## src/sv/nnd_pkg.sv

```systemverilog
`default_nettype none
package nnd_pkg;
	localparam int MaxVectors = 64;
	localparam int MaxDims = 64;
	localparam int CoordBits = 16;
	localparam int VecBits = $clog2(MaxVectors);
	localparam int DimBits = $clog2(MaxDims);
	localparam int AddrBits = VecBits + DimBits;
	localparam int SqBits = 40;
	localparam logic [SqBits-1:0] SqMax = {SqBits{1'b1}};
	localparam int RootBits = 20;
	localparam int CfgIdxBits = 1;
	localparam int CfgDataBits = 40;
	localparam logic [CfgIdxBits-1:0] RegDimensions = 1'd0;
	localparam logic [CfgIdxBits-1:0] RegDistanceCap = 1'd1;

	// job handed from loader to compute engine
	typedef struct packed {
		logic [VecBits:0]  count;
		logic [DimBits:0]  dims;
		logic [SqBits-1:0] cap;
	} job_t;
endpackage
`default_nettype wire

```

## src/sv/nnd_front.sv

```systemverilog
`default_nettype none
// Loader: counts coordinates, writes the vector store, hands out a job per set that holds a complete vector.
module nnd_front (
	input  wire logic                            clk,
	input  wire logic                            arst_n,
	input  wire logic                            coord_valid,
	output logic                                 coord_ready,
	input  wire logic signed [nnd_pkg::CoordBits-1:0] coord,
	input  wire logic                            last,
	input  wire logic [nnd_pkg::DimBits:0]       dims_cfg,
	input  wire logic [nnd_pkg::SqBits-1:0]      cap_cfg,
	output logic                                 wr_en,
	output logic [nnd_pkg::AddrBits-1:0]         wr_addr,
	output logic signed [nnd_pkg::CoordBits-1:0] wr_data,
	output logic                                 job_valid,
	input  wire logic                            job_ready,
	output nnd_pkg::job_t                        job
);
	logic [nnd_pkg::DimBits:0]  coord_cnt_q;
	logic [nnd_pkg::VecBits:0]  vec_cnt_q;
	logic [nnd_pkg::DimBits:0]  dims_q;
	logic [nnd_pkg::DimBits:0]  cur_dims;
	logic                       job_full_q;
	logic                       first;
	logic                       vec_done;
	logic [nnd_pkg::VecBits:0]  next_vec;
	logic                       accept;

	// the store is single-set, so hold off loading while a job is pending
	// or the engine is still reading the previous set
	assign coord_ready = !job_full_q && job_ready;
	assign accept = coord_valid && coord_ready;
	assign first = (coord_cnt_q == '0) && (vec_cnt_q == '0);
	assign cur_dims = first ? dims_cfg : dims_q;
	assign vec_done = (coord_cnt_q + 1'b1) >= cur_dims;
	assign next_vec = (vec_done && vec_cnt_q < (nnd_pkg::VecBits+1)'(nnd_pkg::MaxVectors))
		? vec_cnt_q + 1'b1 : vec_cnt_q;
	assign wr_en = accept && (vec_cnt_q < (nnd_pkg::VecBits+1)'(nnd_pkg::MaxVectors))
		&& (coord_cnt_q < (nnd_pkg::DimBits+1)'(nnd_pkg::MaxDims));
	assign wr_addr = {vec_cnt_q[nnd_pkg::VecBits-1:0], coord_cnt_q[nnd_pkg::DimBits-1:0]};
	assign wr_data = coord;
	assign job_valid = job_full_q;

	always_ff @(posedge clk or negedge arst_n) begin
		if (!arst_n) begin
			coord_cnt_q <= '0;
			vec_cnt_q <= '0;
			dims_q <= (nnd_pkg::DimBits+1)'(1);
			job_full_q <= 1'b0;
		end else begin
			if (job_full_q && job_ready) job_full_q <= 1'b0;
			if (accept) begin
				if (first) dims_q <= dims_cfg;
				if (last) begin
					coord_cnt_q <= '0;
					vec_cnt_q <= '0;
					job.count <= next_vec;
					job.dims <= cur_dims;
					job.cap <= cap_cfg;
					job_full_q <= (next_vec != '0);
				end else begin
					coord_cnt_q <= vec_done ? '0 : coord_cnt_q + 1'b1;
					vec_cnt_q <= next_vec;
				end
			end
		end
	end
endmodule
`default_nettype wire

```

## config.mk

```make
export PLATFORM = sky130hd
export DESIGN_NAME = nnd_front
export DESIGN_NICKNAME = d
export VERILOG_FILES = /design/src/sv/nnd_pkg.sv /design/src/sv/nnd_front.sv
export SDC_FILE = /design/constraint.sdc
export NUM_CORES = 1
export LEC_CHECK = 0
export CAP_MARGIN = 20
export CORE_ASPECT_RATIO = 2
export CORE_MARGIN = 3
export CORE_UTILIZATION = 55
export CTS_CLUSTER_SIZE = 12
export DETAILED_ROUTE_END_ITERATION = 10
export DONT_BUFFER_PORTS = 1
export PLACE_DENSITY_LB_ADDON = 0.05
export SYNTH_ARGS = -nofsm -noshare
export SYNTH_HDL_FRONTEND = slang
export SYNTH_SLANG_ARGS = --single-unit
```

## constraint.sdc

```tcl
create_clock -name clk -period 3.1 [get_ports clk]
set_clock_uncertainty 0.15 [all_clocks]
set_input_delay 0.775 -clock clk [delete_from_list [all_inputs] [get_ports clk]]
set_output_delay 0.775 -clock clk [all_outputs]
set_load 0.1 [all_outputs]
```

==> tab_implementation.tex, run 1 <==
\begin{tabular}{lr}
\hline
Metric & Value \\
\hline
\multicolumn{2}{l}{\textbf{Critical path}} \\
CP Cell Sequence & inv\_2, ha\_4, nor4b\_4, nand4\_4, buf\_6, mux2i\_4, ha\_4, nand4\_1, o31ai\_4, buf\_6, buf\_6, a21oi\_2, o21bai\_1, o311ai\_2 \\
Crit path launch type & flop \\
Kind of capture point of the worst setup path & flop \\
Crit path required time & roughly 3200 ps \\
Top cell by count, worst path & sky130\_fd\_sc\_hd\_\_buf\_6 \\
Type of the setup path with the least slack & reg -> reg \\
Slowest stage cell on the critical path & sky130\_fd\_sc\_hd\_\_dfrtp\_1 \\
Maximum fanout count along the critical path & 5 \\
Stage delay of the slowest cell on the critical path & a little under 400 ps \\
Arrival time of data at the critical path endpoint & around 3200 ps \\
\multicolumn{2}{l}{\textbf{Die}} \\
Height of the die & 117 µm \\
Number of top-level pins & 153 \\
Total Die Area & 7180 µm² \\
Die span in x & between 60 and 70 µm \\
Initial core utilization & slightly below 60\% \\
Floorplan Core Area & 5860 µm² \\
Number of cell rows & 39 \\
\multicolumn{2}{l}{\textbf{Global route}} \\
Global-route wire length before repair & between 10000 and 15000 µm \\
Number of global-route vias before repair & a little under 2000 \\
Total overflow reported by the global router & 0 \\
Pin count of the biggest net entering global routing & 54 \\
Gr usage total & between 20\% and 30\% \\
Number of antenna violations at the first check in global routing & 0 \\
\multicolumn{2}{l}{\textbf{Layout}} \\
Multi-input combinational cell area & approximately 1200 µm² \\
Total number of nets in the final design & 350 \\
Antenna Cells & 0 \\
Seq. cell area & 2170 µm² \\
Area growth syn-to-layout & 26.5\% \\
Final Instance Count excl. Fillers & $\sim$340 \\
Most frequent standard cell in the layout excluding fill and tap cells & sky130\_fd\_sc\_hd\_\_edfxtp\_1 \\
Share of post-route cells with drive strength above 1 & 40.9\% \\
Filler Cells Inserted & $\sim$400 \\
Leading cell types in the layout, fill and taps excluded & sky130\_fd\_sc\_hd\_\_edfxtp\_1 (54), sky130\_fd\_sc\_hd\_\_buf\_4 (35), sky130\_fd\_sc\_hd\_\_dfrtp\_1 (20) \\
Final instance area & 4280 µm² \\
\multicolumn{2}{l}{\textbf{Place}} \\
Buffers on Ports & 0 \\
Sum of net half-perimeters after detailed placement & between 5000 and 6000 µm \\
Routability cong. & about 0.89 \\
Number of placed instances, taps included & 313 \\
Instance area at placement & 3560 µm² \\
\multicolumn{2}{l}{\textbf{STA}} \\
Maximum achievable frequency & 0.314 GHz \\
Fin crit share & 103\% \\
Slew at the pin closest to its max-slew limit & 930 ps \\
Number of endpoints failing setup at the final stage & 14 \\
Number of pins exceeding their max-slew limit in the final report & 0 \\
Unrepaired setup endpoints after global routing & yes \\
Final critical path time including I/O delays and setup & about 3200 ps \\
Number of hold-slack violations in the final timing report & 0 \\
Normalized max-slew margin & between 30\% and 40\% \\
Worst path setup slack after routing & -81.4 ps \\
\multicolumn{2}{l}{\textbf{Power and ir drop}} \\
Pwr dens & 947 nW/µm² \\
VDD IR-drop max & about 700 µV \\
Pleak & about 1.8 nW \\
\multicolumn{2}{l}{\textbf{Synth}} \\
Xor and xnor area share after synthesis & approximately 2.8\% \\
Top cell type by total area after synthesis & sky130\_fd\_sc\_hd\_\_edfxtp\_1 \\
Flip-flop and latch count after synthesis & between 70 and 80 \\
Share of synthesized cell area in full adder, half adder and majority cells & under 10\% \\
Cell types occupying the most area after synthesis & sky130\_fd\_sc\_hd\_\_edfxtp\_1 (48\%), sky130\_fd\_sc\_hd\_\_dfrtp\_1 (16\%), sky130\_fd\_sc\_hd\_\_buf\_4 (6.7\%) \\
Most used flip-flop cell after synthesis & sky130\_fd\_sc\_hd\_\_edfxtp\_1 \\
Cell Area, Synth & between 3000 and 4000 µm² \\
Area share of and/or/nand/nor cells after synthesis & between 8 and 9\% \\
Post-synthesis sequential area ratio & between 60 and 70\% \\
Area fraction of the dominant cell type after synthesis & between 40\% and 50\% \\
Post-synth EDFFs & between 50 and 60 \\
Post-synthesis instance total & approximately 250 \\
Distinct cells, synth & between 40 and 50 \\
Mean instance size in the synthesized netlist & around 13 µm² \\
Mux cell area share after synthesis & 2.55\% \\
Fraction of the mapped netlist area in compound gates & slightly below 9\% \\
Fraction of registers with async set/reset & between 20\% and 30\% \\
Synth warn & 0 \\
Synthesized netlist net count & 330 \\
Largest family of logic cells by synthesized area & buffers and inverters \\
\multicolumn{2}{l}{\textbf{Status}} \\
Failing checks & setup timing \\
Outcome & finished, violations left \\
\multicolumn{2}{l}{\textbf{Detailed routing}} \\
Drt first pass iters & 4 \\
Wire length reported by the detailed router & around 7400 µm \\
Vias & $\sim$2000 \\
Mean number of vias per cell & around 5.9 \\
Number of remaining DRC errors & 0 \\
Per-cell routed wire length & about 22 µm \\
Detail Route Antenna Nets & 0 \\
Number of design-rule violations left by the first detailed-router iteration & about 80 \\
\multicolumn{2}{l}{\textbf{Clocking}} \\
Clock transition at the registers of the reported paths & $\sim$60 ps \\
Clock tree from TritonCTS & yes \\
Root Buffer & sky130\_fd\_sc\_hd\_\_clkbuf\_16 \\
Total number of H-tree levels & 3 \\
Clock insertion delay at the later pin of the skew report & between 300 and 400 ps \\
Bufs on Longest Clock Path & 2 \\
Clock buffer count from CTS & 9 \\
Num Clock Sinks & 76 \\
\multicolumn{2}{l}{\textbf{Run}} \\
Count of maximum capacitance violations & 0 \\
\multicolumn{2}{l}{\textbf{Hold path}} \\
Classification of the worst-slack hold path & in -> async \\
\hline
\end{tabular}
## worst paths after layout
check	start	endpoint	slack [ps]	cells after the start
max	coord_cnt_q[1]	job_valid	-80	14
min	arst_n	dims_q[0]	130	0
max reg2reg	coord_cnt_q[1]	job_valid	-80	14
min reg2reg	dims_q[0]	dims_q[0]	310	2
max in group asynchronous	arst_n	job_valid	1750	2
min in group clk	dims_q[0]	dims_q[0]	310	2
## synth_stat cells, types with 2 or more instances
cell	number
sky130_fd_sc_hd__nor3_1	2
sky130_fd_sc_hd__a22o_1	5
sky130_fd_sc_hd__nor2b_1	2
sky130_fd_sc_hd__buf_6	2
sky130_fd_sc_hd__mux2i_1	6
sky130_fd_sc_hd__a31oi_1	3
sky130_fd_sc_hd__inv_1	11
sky130_fd_sc_hd__edfxtp_1	54
sky130_fd_sc_hd__o21ai_1	2
sky130_fd_sc_hd__buf_4	30
sky130_fd_sc_hd__buf_2	2
sky130_fd_sc_hd__ha_1	11
sky130_fd_sc_hd__o21ai_0	11
sky130_fd_sc_hd__xnor2_1	7
sky130_fd_sc_hd__o31ai_1	4
sky130_fd_sc_hd__nand2b_1	3
sky130_fd_sc_hd__nand2_1	22
sky130_fd_sc_hd__a21oi_1	4
sky130_fd_sc_hd__dfrtp_1	21
sky130_fd_sc_hd__o31ai_2	2
sky130_fd_sc_hd__xor2_1	4
sky130_fd_sc_hd__nor4_1	3
sky130_fd_sc_hd__and3_1	4
sky130_fd_sc_hd__clkbuf_1	4
sky130_fd_sc_hd__nor2_1	7
sky130_fd_sc_hd__nand3_1	3
## critical path: cells and delay by family, from the launching register on
family,cells,cell delay [ps]
adder cells (fa/ha/maj),2,380
buffers and inverters,4,550
flip-flops,1,390
AND/OR/NAND/NOR,3,590
AO/OA/AOI/OAI,4,780
multiplexers,1,190
## timing repair
action                                  4_1_cts  5_1_grt
hold buffers                                  1        0
gates resized for setup                      35       27
endpoints found under the hold margin        21        0
pin swaps                                    12       15
setup buffers                                 2        5
endpoints found under the setup margin       15       22
## routing by layer
metal	track usage, %	wire [µm]	up-vias
met4	8.92	134	0
li1	-	-	916
met2	39.7	4490	84
met3	6.48	317	9
met5	0	0	-
met1	20.9	2480	965
## layout make-up
type / count / area share (%)
well taps: 61 / 1.78
inverters: 11 / 0.965
flip-flops and latches: 76 / 50.8
clock buffers: 9 / 5.26
clock inverters: 7 / 2.28
repair buffers: 47 / 10.1
multi-input cells: 126 / 28.8
## stage by stage
step | worst slack [ps] | total power (W) | hold slack [ps] | TNS (ps) | util [%]
2_1_floorplan | -287 | 0.00225 | 289 | -287 | -
3_3_place_gp | -29.0 | 0.00245 | 297 | -29.0 | 60.9
3_5_place_dp | -70.4 | 0.00248 | 304 | -423 | 60.9
4_1_cts | -31.3 | 0.00393 | 117 | -37.1 | 70.1
5_1_grt | -257 | 0.00424 | 116 | -3650 | 73.1
6_report | -81.4 | 0.00405 | 126 | -615 | 73.1
## state kept, by name, summed over array words and instances (netlist names)
signal and cells:
job 54, job_valid 1, coord_cnt_q 7, vec_cnt_q 7
dims_q 7
## cells by family (layout without fill, tap and decap cells)
group / Yosys count / in the layout
simple gates: 54 / 54
fa+ha+maj: 11 / 11
xor+xnor: 11 / 11
buf+inv: 49 / 74
flops: 76 / 76
compound gates: 42 / 42
mux: 8 / 8
## power breakdown
part | internal [W] | switching, W
Clock | 0.000707 | 0.000393
Combinational | 0.000744 | 0.000761
Sequential | 0.00121 | 0.000232
Power figures use the tool's default switching activity.
==> run 2: changes to the inputs <==
- ABC_AREA: not set -> 1
- CTS_BUF_LIST: not set -> sky130_fd_sc_hd__clkbuf_8 sky130_fd_sc_hd__clkbuf_16
- SLEW_MARGIN: not set -> 10
==> run 2 against run 1 <==
Net effect: the run now ends clean; area after synthesis shrank 0.41%; worst setup slack better by 220 ps; design area decreased by 4.8%; largest cell class unchanged; register-to-register slack gained 220 ps; routed wire length decreased by 5.0%; via count is 4.5% higher; highest routed layer unchanged; combinational power rose by 43%; final cell count grew 10%; sequential cell count unchanged.
==> tab_implementation.tex, run 2 <==
\begin{tabular}{lr}
\hline
Metric & Value \\
\hline
\multicolumn{2}{l}{\textbf{Synth}} \\
Most instantiated cells after synthesis & sky130\_fd\_sc\_hd\_\_edfxtp\_1 (54), sky130\_fd\_sc\_hd\_\_nand2\_1 (54), sky130\_fd\_sc\_hd\_\_inv\_1 (41) (was sky130\_fd\_sc\_hd\_\_edfxtp\_1 (54), sky130\_fd\_sc\_hd\_\_buf\_4 (30), sky130\_fd\_sc\_hd\_\_nand2\_1 (22)) \\
Post-synth EDFFs & 54 (unchanged) \\
Area fraction of the dominant cell type after synthesis & 48.2\% (was 48.0\%) \\
Mean instance size in the synthesized netlist & 11.5 µm² (was 13.5 µm²) \\
Post-synthesis sequential area ratio & 64.5\% (was 64.3\%) \\
Cell types occupying the most area after synthesis & sky130\_fd\_sc\_hd\_\_edfxtp\_1 (48\%), sky130\_fd\_sc\_hd\_\_dfrtp\_1 (16\%), sky130\_fd\_sc\_hd\_\_buf\_4 (6.2\%) (was sky130\_fd\_sc\_hd\_\_edfxtp\_1 (48\%), sky130\_fd\_sc\_hd\_\_dfrtp\_1 (16\%), sky130\_fd\_sc\_hd\_\_buf\_4 (6.7\%)) \\
Most used flip-flop cell after synthesis & sky130\_fd\_sc\_hd\_\_edfxtp\_1 (unchanged) \\
Cell Area, Synth & 3370 µm² (was 3380 µm²) \\
Fraction of registers with async set/reset & 28.9\% (unchanged) \\
Distinct cells, synth & 26 (was 48) \\
Synthesized netlist net count & 372 (was 330) \\
Post-synthesis instance total & 293 (was 251) \\
Top cell type by total area after synthesis & sky130\_fd\_sc\_hd\_\_edfxtp\_1 (unchanged) \\
Flip-flop and latch count after synthesis & 76 (unchanged) \\
Synth warn & 0 (unchanged) \\
\multicolumn{2}{l}{\textbf{STA}} \\
Number of hold-slack violations in the final timing report & 0 (unchanged) \\
Fin crit share & 95.6\% (was 103\%) \\
Normalized max-slew margin & 39.1\% (was 38.1\%) \\
Final critical path time including I/O delays and setup & 2960 ps (was 3180 ps) \\
Number of endpoints failing setup at the final stage & 0 (was 14) \\
Slew at the pin closest to its max-slew limit & 915 ps (was 930 ps) \\
WHS & 128 ps (was 126 ps) \\
Maximum achievable frequency & 0.337 GHz (was 0.314 GHz) \\
Number of pins exceeding their max-slew limit in the final report & 0 (unchanged) \\
Unrepaired setup endpoints after global routing & yes (unchanged) \\
\multicolumn{2}{l}{\textbf{Power and ir drop}} \\
Pleak & 1.76 nW (was 1.79 nW) \\
Pwr dens & 1170 nW/µm² (was 947 nW/µm²) \\
VDD IR-drop max & 750 µV (was 686 µV) \\
\multicolumn{2}{l}{\textbf{Global route}} \\
Total overflow reported by the global router & 0 (unchanged) \\
GR Layer Usage met3 & 6.42\% (was 6.48\%) \\
Met2 Resource Use GR & 35.5\% (was 39.7\%) \\
GR Util met1 & 17.7\% (was 20.9\%) \\
Gr usage total & 19.9\% (was 21.4\%) \\
Global-route wire length before repair & 9670 µm (was 10600 µm) \\
Layer carrying the most global-route usage & met2 (unchanged) \\
Number of global-route vias before repair & 1956 (was 1960) \\
Number of antenna violations at the first check in global routing & 0 (unchanged) \\
Pin count of the biggest net entering global routing & 53 (was 54) \\
\multicolumn{2}{l}{\textbf{Critical path}} \\
Length in cells of the worst reg-to-reg path & 16 (was 14) \\
Crit path required time & 3200 ps (was 3150 ps) \\
Arrival time of data at the critical path endpoint & 3060 ps (was 3230 ps) \\
Type of the setup path with the least slack & reg -> reg (unchanged) \\
Kind of capture point of the worst setup path & flop (unchanged) \\
Register-to-register path setup slack & 140 ps (was -80 ps) \\
Crit path launch type & flop (unchanged) \\
Maximum fanout count along the critical path & 6 (was 5) \\
\multicolumn{2}{l}{\textbf{Run}} \\
Count of maximum capacitance violations & 0 (unchanged) \\
\multicolumn{2}{l}{\textbf{Die}} \\
Initial core utilization & 58.0\% (was 57.7\%) \\
Height of the die & 117 µm (about the same) \\
Number of cell rows & 39 (unchanged) \\
Total Die Area & 7150 µm² (was 7180 µm²) \\
Number of top-level pins & 153 (unchanged) \\
Die span in x & 61.3 µm (was 61.4 µm) \\
Floorplan Core Area & 5810 µm² (was 5860 µm²) \\
\multicolumn{2}{l}{\textbf{Place}} \\
Sum of net half-perimeters after detailed placement & 4890 µm (was 5350 µm) \\
Routability cong. & 0.877 (was 0.892) \\
Number of placed instances, taps included & 341 (was 313) \\
Buffers on Ports & 0 (unchanged) \\
\multicolumn{2}{l}{\textbf{Layout}} \\
Most frequent standard cell in the layout excluding fill and tap cells & sky130\_fd\_sc\_hd\_\_edfxtp\_1 (unchanged) \\
Number of flip-flops under the largest register name & 54 (unchanged) \\
Antenna Cells & 0 (unchanged) \\
Leading cell types in the layout, fill and taps excluded & sky130\_fd\_sc\_hd\_\_edfxtp\_1 (54), sky130\_fd\_sc\_hd\_\_nand2\_1 (37), sky130\_fd\_sc\_hd\_\_inv\_1 (34) (was sky130\_fd\_sc\_hd\_\_edfxtp\_1 (54), sky130\_fd\_sc\_hd\_\_buf\_4 (35), sky130\_fd\_sc\_hd\_\_dfrtp\_1 (20)) \\
Final Instance Count excl. Fillers & 372 (was 337) \\
Area growth syn-to-layout & 21.0\% (was 26.5\%) \\
Total number of nets in the final design & 385 (was 350) \\
Share of post-route cells with drive strength above 1 & 36.3\% (was 40.9\%) \\
Top register by number of flip-flops & job (unchanged) \\
Util after Layout & 70.2\% (was 73.1\%) \\
\multicolumn{2}{l}{\textbf{Clocking}} \\
Clock insertion delay at the later pin of the skew report & 330 ps (was 340 ps) \\
Clock transition at the registers of the reported paths & 60 ps (about the same) \\
Bufs on Longest Clock Path & 2 (unchanged) \\
Num Clock Sinks & 76 (unchanged) \\
Clock tree from TritonCTS & yes (unchanged) \\
Clock buffer count from CTS & 9 (unchanged) \\
Total number of H-tree levels & 3 (unchanged) \\
Root Buffer & sky130\_fd\_sc\_hd\_\_clkbuf\_16 (unchanged) \\
\multicolumn{2}{l}{\textbf{Detailed routing}} \\
Vias & 2063 (was 1974) \\
Drt first pass iters & 5 (was 4) \\
Number of remaining DRC errors & 0 (unchanged) \\
Per-cell routed wire length & 18.9 µm (was 22.0 µm) \\
Detail Route Antenna Nets & 0 (unchanged) \\
Wire length reported by the detailed router & 7050 µm (was 7420 µm) \\
Number of design-rule violations left by the first detailed-router iteration & 51 (was 79) \\
Mean number of vias per cell & 5.55 (was 5.86) \\
\multicolumn{2}{l}{\textbf{Hold path}} \\
Classification of the worst-slack hold path & in -> async (unchanged) \\
\multicolumn{2}{l}{\textbf{Status}} \\
Outcome & finished clean (was finished, violations left) \\
\hline
\end{tabular}
==> run 2: final cells by class <==
cell class / instances / area [µm²]
Clock buffer: 11 / 253
Clock inverter: 5 / 51.3
Fill cell: 408 / 1730
Inverter: 48 / 195
Multi-Input combinational cell: 140 / 1040
Sequential cell: 76 / 2170
Tap cell: 61 / 76.3
Timing Repair Buffer: 31 / 284
==> run 2: per-stage QoR <==
step           power [W]  setup slack, ps  setup TNS (ps)  instance area [µm²]
4_1_cts          0.00411             12.3               0                 3740
2_1_floorplan    0.00285             -143            -143                 3410
5_1_grt          0.00505            -86.5            -173                 4070
6_report         0.00477              137               0                 4070
3_5_place_dp     0.00301             53.5               0                 3410
3_3_place_gp     0.00298             74.0               0                 3410
==> run 2: timing repair <==
item / 4_1_cts / 5_1_grt
buffers inserted: 1 / 10
hold endpoints to repair: 21 / 0
setup endpoints to repair: 1 / 21
hold buffers: 1 / 0
cloned: 1 / 1
gates resized for setup: 1 / 55
pin swaps: 3 / 29
==> run 2: routing by layer <==
metal	part of all wire, %	routed length [µm]
met5	0	0
met4	3.7	263
met3	4.6	321
met2	60	4210
met1	32	2260
==> run 2: where the power goes <==
group	leakage (nW)	internal [W]	switching, W	total, W
Clock	0.154	0.000660	0.000376	0.00104
Sequential	0.784	0.00126	0.000323	0.00159
Combinational	0.821	0.000844	0.00130	0.00215
==> run 2: cells by family (layout without fill, tap and decap cells) <==
logic type      after synthesis  in the layout  synth area share, %
compound gates               30             30                 5.69
xor+xnor                      5              5                 1.30
fa+ha+maj                    11             11                 4.09
buf+inv                      79             95                 12.2
flops                        76             76                 64.5
simple gates                 92             94                 12.2
==> run 2: path summary, 6_finish.rpt <==
path                               from              to
max                        vec_cnt_q[0]  coord_cnt_q[3]
max in group asynchronous        arst_n       job_valid
min in group clk              dims_q[6]       dims_q[6]
max reg2reg                vec_cnt_q[0]  coord_cnt_q[3]
min                              arst_n       dims_q[0]
min reg2reg                   dims_q[6]       dims_q[6]
==> run 2: worst max-delay path: stages (launching register included) <==
cell and delay, ps:
sky130_fd_sc_hd__dfrtp_1 380, sky130_fd_sc_hd__inv_2 100, sky130_fd_sc_hd__ha_4 140, sky130_fd_sc_hd__nand4_1 150, sky130_fd_sc_hd__buf_4 200, sky130_fd_sc_hd__nor3_4 170, sky130_fd_sc_hd__inv_2 100, sky130_fd_sc_hd__o21ai_2 170
sky130_fd_sc_hd__ha_1 270, sky130_fd_sc_hd__nand2_1 130, sky130_fd_sc_hd__inv_2 60, sky130_fd_sc_hd__a21oi_4 160, sky130_fd_sc_hd__buf_4 150, sky130_fd_sc_hd__nand2_4 70, sky130_fd_sc_hd__nor2_2 250, sky130_fd_sc_hd__inv_2 90
sky130_fd_sc_hd__o22ai_1 140
==> run 3: changes to the inputs <==
- SETUP_SLACK_MARGIN: not set -> 0.3
==> run 3 against run 2 <==
Net effect: the flow now finishes with violations (setup timing); combinational power increased by 2%; critical path depth rose by 5; design area fell by 0.74%; hold slack gained 4.8 ps; fmax fell by 5.4%; sequential share of layout area up 0.40 points; register-to-register slack got worse by 170 ps; die area stayed put; worst setup slack got worse by 170 ps; via count up 2.1%; clock-buffer cell count down 2; critical path type unchanged; highest routed layer unchanged.
==> tab_implementation.tex, run 3 (synthesis results as in run 2) <==
\begin{tabular}{lr}
\hline
Metric & Value \\
\hline
\multicolumn{2}{l}{\textbf{Layout}} \\
Most frequent standard cell in the layout excluding fill and tap cells & sky130\_fd\_sc\_hd\_\_edfxtp\_1 (unchanged) \\
Total number of nets in the final design & 393 (was 385) \\
Final instance area & 4040 µm² (was 4070 µm²) \\
Area growth syn-to-layout & 20.1\% (was 21.0\%) \\
Top register by number of flip-flops & job (unchanged) \\
Share of post-route cells with drive strength above 1 & 37.0\% (was 36.3\%) \\
Number of flip-flops under the largest register name & 54 (unchanged) \\
Antenna Cells & 0 (unchanged) \\
Leading cell types in the layout, fill and taps excluded & sky130\_fd\_sc\_hd\_\_edfxtp\_1 (54), sky130\_fd\_sc\_hd\_\_nand2\_1 (41), sky130\_fd\_sc\_hd\_\_buf\_4 (33) (was sky130\_fd\_sc\_hd\_\_edfxtp\_1 (54), sky130\_fd\_sc\_hd\_\_nand2\_1 (37), sky130\_fd\_sc\_hd\_\_inv\_1 (34)) \\
\multicolumn{2}{l}{\textbf{Global route}} \\
Number of antenna violations at the first check in global routing & 0 (unchanged) \\
Number of global-route vias before repair & 2022 (was 1956) \\
Total overflow reported by the global router & 0 (unchanged) \\
Pin count of the biggest net entering global routing & 53 (unchanged) \\
Global-route wire length before repair & 10100 µm (was 9670 µm) \\
Gr usage total & 20.1\% (was 19.9\%) \\
\multicolumn{2}{l}{\textbf{Place}} \\
Instance area at placement & 3410 µm² (unchanged) \\
Buffers on Ports & 0 (unchanged) \\
Pre-CTS setup slack & 122 ps (was 53.5 ps) \\
Routability cong. & 0.871 (was 0.877) \\
Sum of net half-perimeters after detailed placement & 4860 µm (was 4890 µm) \\
\multicolumn{2}{l}{\textbf{Critical path}} \\
Largest delay share family, worst path & simple AND/OR/NAND/NOR gates (unchanged) \\
Slowest stage cell on the critical path & sky130\_fd\_sc\_hd\_\_dfrtp\_1 (unchanged) \\
R2r startpoint & vec\_cnt\_q[6] (was vec\_cnt\_q[0]) \\
Arrival time of data at the critical path endpoint & 3200 ps (was 3060 ps) \\
Length in cells of the worst reg-to-reg path & 21 (was 16) \\
CP Cell Sequence & inv\_2, nand4\_1, nor3\_4, nand2\_4, buf\_6, o21a\_4, inv\_4, ha\_4, nand2\_4, inv\_2, a21oi\_2, nand2\_4, buf\_4, nand2\_1, nand2\_1, nand2\_2, nand2\_1, nor2\_1, nand2\_1, nand2\_1, nand2\_1 (was inv\_2, ha\_4, nand4\_1, buf\_4, nor3\_4, inv\_2, o21ai\_2, ha\_1, nand2\_1, inv\_2, a21oi\_4, buf\_4, nand2\_4, nor2\_2, inv\_2, o22ai\_1) \\
Type of the setup path with the least slack & reg -> reg (unchanged) \\
Maximum fanout count along the critical path & 6 (unchanged) \\
Stage delay of the slowest cell on the critical path & 460 ps (was 380 ps) \\
Register-to-register path setup slack & -30 ps (was 140 ps) \\
Top cell by count, worst path & sky130\_fd\_sc\_hd\_\_nand2\_1 (was sky130\_fd\_sc\_hd\_\_inv\_2) \\
Kind of capture point of the worst setup path & flop (unchanged) \\
Crit path launch type & flop (unchanged) \\
Buffers plus inverters on the worst setup path & 5 (was 6) \\
Crit path required time & 3160 ps (was 3200 ps) \\
R2R Path End & job\_valid (was coord\_cnt\_q[3]) \\
\multicolumn{2}{l}{\textbf{Die}} \\
Initial core utilization & 58.0\% (unchanged) \\
Number of top-level pins & 153 (unchanged) \\
Die span in x & 61.3 µm (unchanged) \\
Number of cell rows & 39 (unchanged) \\
Floorplan Core Area & 5810 µm² (unchanged) \\
Total Die Area & 7150 µm² (unchanged) \\
Height of the die & 117 µm (unchanged) \\
\multicolumn{2}{l}{\textbf{STA}} \\
Setup TNS after final layout & -66.8 ps (was 0 ps) \\
Number of hold-slack violations in the final timing report & 0 (unchanged) \\
Number of endpoints failing setup at the final stage & 3 (was 0) \\
Maximum achievable frequency & 0.319 GHz (was 0.337 GHz) \\
Number of pins exceeding their max-slew limit in the final report & 0 (unchanged) \\
WHS & 132 ps (was 128 ps) \\
Worst path setup slack after routing & -32.8 ps (was 137 ps) \\
Normalized max-slew margin & 39.2\% (was 39.1\%) \\
Slew at the pin closest to its max-slew limit & 914 ps (was 915 ps) \\
Final critical path time including I/O delays and setup & 3130 ps (was 2960 ps) \\
Fin crit share & 101\% (was 95.6\%) \\
Unrepaired setup endpoints after global routing & yes (unchanged) \\
\multicolumn{2}{l}{\textbf{Power and ir drop}} \\
VDD IR-drop max & 830 µV (was 750 µV) \\
Pwr dens & 1160 nW/µm² (was 1170 nW/µm²) \\
Pleak & 1.75 nW (was 1.76 nW) \\
Overall power after layout & 0.00469 W (was 0.00477 W) \\
\multicolumn{2}{l}{\textbf{Detailed routing}} \\
Per-cell routed wire length & 18.2 µm (was 18.9 µm) \\
Drt first pass iters & 4 (was 5) \\
Number of remaining DRC errors & 0 (unchanged) \\
Number of design-rule violations left by the first detailed-router iteration & 76 (was 51) \\
Vias & 2106 (was 2063) \\
Wire length reported by the detailed router & 6920 µm (was 7050 µm) \\
Detail Route Antenna Nets & 0 (unchanged) \\
Mean number of vias per cell & 5.54 (was 5.55) \\
\multicolumn{2}{l}{\textbf{Clocking}} \\
Root Buffer & sky130\_fd\_sc\_hd\_\_clkbuf\_16 (unchanged) \\
Clock insertion delay at the later pin of the skew report & 330 ps (about the same) \\
Clock transition at the registers of the reported paths & 60 ps (about the same) \\
Bufs on Longest Clock Path & 2 (unchanged) \\
Total number of H-tree levels & 3 (unchanged) \\
Num Clock Sinks & 76 (unchanged) \\
Clock buffer count from CTS & 9 (unchanged) \\
Clock tree from TritonCTS & yes (unchanged) \\
\multicolumn{2}{l}{\textbf{Status}} \\
Outcome & finished, violations left (was finished clean) \\
Failing checks & setup timing \\
\multicolumn{2}{l}{\textbf{Hold path}} \\
Classification of the worst-slack hold path & in -> async (unchanged) \\
\multicolumn{2}{l}{\textbf{Run}} \\
Count of maximum capacitance violations & 0 (unchanged) \\
\hline
\end{tabular}
==> run 3: how the worst max path moves through the flow <==
stage | start | end | slack (ps) | cells after the start
final | vec_cnt_q[6] | job_valid | -30 | 21
after global routing | vec_cnt_q[0] | job_valid | -210 | 21
after CTS | vec_cnt_q[0] | job_valid | 130 | 21
after detailed placement | vec_cnt_q[0] | job_valid | 120 | 21
after global placement | vec_cnt_q[0] | job_valid | 160 | 21
after floorplan | job_ready | wr_en | -140 | 4
==> run 3: worst register-to-register path, delay by kind of cell (launching register included) <==
kind / cells / cell delay [ps]
DFF: 1 / 460
adders and majority gates: 1 / 190
AOI/OAI and AO/OA: 2 / 350
buffers and inverters: 5 / 480
and+or+nand+nor: 13 / 1400
==> run 3: layer usage <==
metal  vias to the layer above  GRT usage [%]  share of wire [%]
met5                         -              0                  0
met3                        18           5.09                5.0
li1                        995              -                  -
met2                        96           36.1                 58
met1                       997           19.9                 34
met4                         0           11.0                3.0
==> run 3: per-stage QoR <==
step / utilization (%) / instances
after floorplan: - / 293
after global placement: 58.8 / 341
after detailed placement: 58.8 / 341
after CTS: 67.8 / 372
after global routing: 69.6 / 380
final: 69.6 / 380
==> run 3: final cells by class <==
type,count,area [µm²]
Sequential cell,76,2170
Fill cell,398,1760
Multi-Input combinational cell,139,985
Timing Repair Buffer,40,347
Clock buffer,9,225
Inverter,48,195
Tap cell,61,76.3
Clock inverter,7,41.3
==> run 3: report_power, final <==
group | total, W | leakage (nW) | switching [W] | internal [W]
logic | 0.00219 | 0.842 | 0.00128 | 0.000912
registers | 0.00158 | 0.784 | 0.000316 | 0.00126
clock network | 0.000918 | 0.129 | 0.000382 | 0.000536
==> run 3: timing repair <==
item	4_1_cts	5_1_grt
setup endpoints to repair	12	22
buffers inserted	13	7
hold buffers	1	0
hold endpoints to repair	21	0
resized for setup	39	12
pin swaps	13	14
cloned	1	0
